$ cat src/sba_pkg.sv
// Shared types for the ascending block sorter.
package sba_pkg;

    localparam int unsigned DATA_W = 32;

    // One stored element: valid flag and signed value (empty sorts above any value)
    typedef struct packed {
        logic                     vld;
        logic signed [DATA_W-1:0] val;
    } sba_key_t;

    // Control broadcast to every cell
    typedef struct packed {
        logic                     insert;
        logic                     shift;
        logic signed [DATA_W-1:0] value;
    } sba_ctrl_t;

endpackage

$ cat src/sba_cell.sv
// One cell of the systolic insertion sorter chain.
module sba_cell
    import sba_pkg::*;
(
    input  logic      clk,
    input  logic      rst_n,
    input  sba_ctrl_t ctrl,
    input  sba_key_t  prev_key,
    input  logic      prev_lt,
    input  sba_key_t  next_key,
    output sba_key_t  key,
    output logic      lt
);

    sba_key_t key_reg;
    sba_key_t key_next;

    // New value belongs at or before this cell
    assign lt  = !key_reg.vld || (ctrl.value < key_reg.val);
    assign key = key_reg;

    // Shift left while draining; on insert take the new value or the left neighbor
    always_comb
    begin
        key_next = key_reg;
        if (ctrl.shift)
        begin
            key_next = next_key;
        end
        else if (ctrl.insert && lt)
        begin
            if (prev_lt)
            begin
                key_next = prev_key;
            end
            else
            begin
                key_next.vld = 1'b1;
                key_next.val = ctrl.value;
            end
        end
    end

    always_ff @(posedge clk or negedge rst_n)
    begin
        if (!rst_n)
        begin
            key_reg.vld <= 1'b0;
            key_reg.val <= '0;
        end
        else
        begin
            key_reg <= key_next;
        end
    end

endmodule
$ cat config.mk
export PLATFORM = sky130hd
export DESIGN_NAME = sba_cell
export DESIGN_NICKNAME = d
export VERILOG_FILES = /design/src/sba_pkg.sv /design/src/sba_cell.sv
export SDC_FILE = /design/constraint.sdc
export NUM_CORES = 1
export LEC_CHECK = 0
export ABC_AREA = 1
export BUFFER_PORTS_ARGS = -buffer_cell sky130_fd_sc_hd__buf_2
export CAP_MARGIN = 20
export CORE_MARGIN = 2
export CORE_UTILIZATION = 42
export CTS_CLUSTER_DIAMETER = 200
export CTS_CLUSTER_SIZE = 14
export DETAILED_ROUTE_END_ITERATION = 10
export GPL_TIMING_DRIVEN = 0
export PLACE_DENSITY = 0.77
export SETUP_SLACK_MARGIN = 0.3
export SYNTH_ARGS = -nofsm -noshare
export SYNTH_HDL_FRONTEND = slang
export SYNTH_SLANG_ARGS = --single-unit
$ cat constraint.sdc
create_clock -name clk -period 2.2 [get_ports clk]
set_clock_uncertainty 0.2 [all_clocks]
set_input_delay 0.33 -clock clk [delete_from_list [all_inputs] [get_ports clk]]
set_output_delay 0.33 -clock clk [all_outputs]
set_load 0.02 [all_outputs]
==> impl_metrics.py <==
metrics = {
    "timing": {
        "tightest_slew_ps": 829.9,
        "slew_headroom": 0.4467,
        "finalMaxSlewViolations": 0,
        "fmax_mhz": 412.7,
        "min_period_ps": 2423,
        "setup_slack_ps": -223.0,
        "fin_crit_sh": 1.101,
        "hold_slack_ps": 194.2,
        "rsz0062_at_grt": "yes",
        "hold_viol": 0,
        "setup_violations": 34,
    },
    "global_routing": {
        "grt_usage": 0.2534,
        "grt.overflow.total": 0,
        "antenna_found_initial": 0,
        "grt_pass1_wl_um": 15100,
        "grt_max_degree": 34,
        "first_global_vias": 3343,
    },
    "pwr": {
        "vdd_drop_max_mv": 0.4265,
        "fin_total_pwr_mw": 2.872,
        "leakage_nw": 2.366,
        "p_per_area_nw_per_um2": 643.5,
    },
    "worst_setup_path": {
        "rr_endpoint": "key[26]",
        "r2r_slack_ps": -200,
        "critPathMaxStageDelay_ps": 360,
        "r2r_cells": 16,
        "crit_arrival_ps": 1890,
        "crit_type": "reg -> out",
        "worstSetupEndpointType": "output port",
        "worstPathRequired_ps": 1670,
        "r2r_start": "key[9]",
        "start_kind": "flop",
        "path_cells": "inv_1, ha_1, a21oi_2, o21ai_1, a21oi_2, nand2_2, nand2_2, nand2_2, nand2_2, nand3_4, buf_6",
        "path_common_cell": "nand2_2",
        "path_max_fanout": 2,
        "critPathSlowestCell": "dfrtp_1",
    },
    "outcome": {
        "violations": "negative setup slack",
        "status": "complete, but fails checks",
    },
    "drt": {
        "initialDrtViolationCount": 156,
        "wire_per_inst_um": 14.82,
        "routed-via-count": 3471,
        "wl_met2_um": 4994,
        "dr.pass1.iters": 4,
        "wl_um": 9929,
        "viasPerCell": 5.181,
        "route.met3.wl_um": 550,
        "route.detailed.drc": 0,
        "met1Wirelength_um": 4248,
        "routed.top_layer": "met4",
        "ant_nets": 0,
    },
    "clock_tree": {
        "clock-root-buffer": "clkbuf_8",
        "numCtsBuffers": 5,
        "h-tree-depth": 2,
        "cts_tree": "done",
        "clock_sinks": 33,
        "clkTransAtPathRegs_ps": 80,
        "cts_buffer_depth": 2,
        "clkLatencyLatePin_ps": 280,
    },
    "min_path": {
        "hold_start": "prev_key[32]",
        "min_to": "key[32]",
        "whs_path_depth": 5,
        "hp-class": "in -> reg",
    },
    "place": {
        "preCtsSetupSlack_ps": -199.6,
        "gp_congestion": 0.8448,
        "place_hpwl_um": 6696,
        "portBuffers": 136,
    },
    "final_layout": {
        "utilization": 0.6989,
        "final_net_count": 726,
        "areaGrowthSynthToFinish_pct": 60.53,
        "fillers": 554,
        "antennaDiodeCount": 0,
        "drive_gt1_frac": 0.4840,
        "largest_register_ffs": 33,
    },
    "die": {
        "start_util": 0.4353,
        "pin_count": 137,
        "fp.dieW_um": 85.36,
        "coreArea_sq_um": 6386,
        "die_h_um": 85.36,
        "rows": 29,
        "die_area_sq_um": 7286,
    },
    "synthesis": {
        "synth-main-ff-cell": "dfrtp_1",
        "synth_cell_types": 19,
        "synth_edf_count": 0,
        "synth_warnings": 0,
        "synthCells": 422,
        "synthTopCellsByArea": "dfrtp_1, nand2_1, ha_1, a31oi_1, nand3_1",
        "yosysTopAreaCellShare": 0.2970,
        "syn_area_per_cell_sq_um": 6.588,
        "syn_area_sq_um": 2780,
        "ys_ff_latch": 33,
        "synthArstFlopShare": 1.000,
        "yosysSeqAreaShare": 0.2970,
        "synth_top_area_cell": "dfrtp_1",
        "synth_nets": 556,
    },
    "flow_run": {
        "max_cap_violations": 0,
    },
}
where the power goes:
part	total [mW]	internal, mW	switching [mW]
combinational	1.47	0.644	0.822
clock	0.604	0.370	0.234
sequential	0.802	0.718	0.0841
total	2.87	1.73	1.14
routing by layer:
| metal | vias up | global-route usage |
|---|---|---|
| met5 | - | 0 |
| met1 | 1626 | 0.3182 |
| met4 | 0 | 0.05628 |
| met3 | 12 | 0.04280 |
| met2 | 119 | 0.4538 |
| li1 | 1714 | - |
layout make-up:
cell class / instances / area, sq um / share of cell area
plain buffers: 22 / 131.4 / 0.02944
repair buffers: 163 / 965.9 / 0.2164
multi-input cells: 325 / 2152 / 0.4822
well taps: 77 / 96.34 / 0.02159
clock buffers: 7 / 86.33 / 0.01934
inverters: 42 / 157.7 / 0.03532
clock inverters: 1 / 30.03 / 0.006728
flip-flops and latches: 33 / 843.3 / 0.1890
worst max-delay path, delay by kind of cell (launching register included):
family	cells	cell delay (ps)
compound gates	3	380
fa+ha+maj	1	310
buf+inv	2	200
flops	1	360
simple gates	5	380
cell usage after synthesis, types with 2 or more instances:
cell / number
clkinv_1: 2
nand2_4: 2
a31oi_1: 31
dfrtp_1: 33
nand4_1: 2
a21oi_1: 16
ha_1: 31
nor3_1: 3
buf_4: 3
clkbuf_1: 16
buf_6: 3
inv_1: 40
nor2_1: 35
o21ai_0: 7
nand2_1: 159
nand3_1: 36
timing repair:
item / in CTS / in global routing
hold buffers: 1 / 0
endpoints found under the setup margin: 34 / 34
cloned: 2 / 2
gates resized for setup: 52 / 74
buffers inserted: 19 / 3
pin swaps: 15 / 20
endpoints found under the hold margin: 33 / 0
placed cells by master (no fill, tap or decap), types with 3 or more instances in the layout:
cell,instances
buf_8,3
nand2_2,38
nor3_2,3
o21ai_1,4
nand3_2,12
a21oi_1,5
dfrtp_1,19
clkbuf_8,6
buf_6,7
nand3_1,24
nand2_1,107
a21oi_2,11
ha_1,21
dfrtp_2,14
o21ai_0,3
nand2_4,14
clkbuf_1,17
inv_1,35
ha_4,10
buf_4,20
inv_2,5
nor2_1,33
a31oi_1,31
buf_2,135
logic make-up (layout without fill, tap and decap cells):
| kind of cell | after synthesis | count (layout) | share of synthesized area |
|---|---|---|---|
| adders and majority gates | 31 | 31 | 0.1395 |
| DFF | 33 | 33 | 0.2970 |
| and+or+nand+nor | 238 | 238 | 0.3483 |
| buffers and inverters | 64 | 235 | 0.09856 |
| AOI/OAI and AO/OA | 56 | 56 | 0.1166 |
worst max-delay path by stage:
stage	slack [ps]	end	cells after the start	from
final	-220	lt	11	key[9]
after global routing	-350	lt	11	key[9]
after CTS	-220	lt	13	key[5]
after global placement	-170	key[27]	17	ctrl[5]
after floorplan	-10	key[29]	17	key[5]
after detailed placement	-200	key[4]	16	ctrl[15]
per-stage QoR:
step	cell area [sq um]	cells	setup TNS [ps]
after global placement	3597	635	-4817
after detailed placement	3597	635	-5813
final	4463	670	-6067
after floorplan	2820	422	-369.2
after global routing	4463	670	-10870
after CTS	4120	665	-4819
Note: power is estimated with default switching activity, not from simulation.
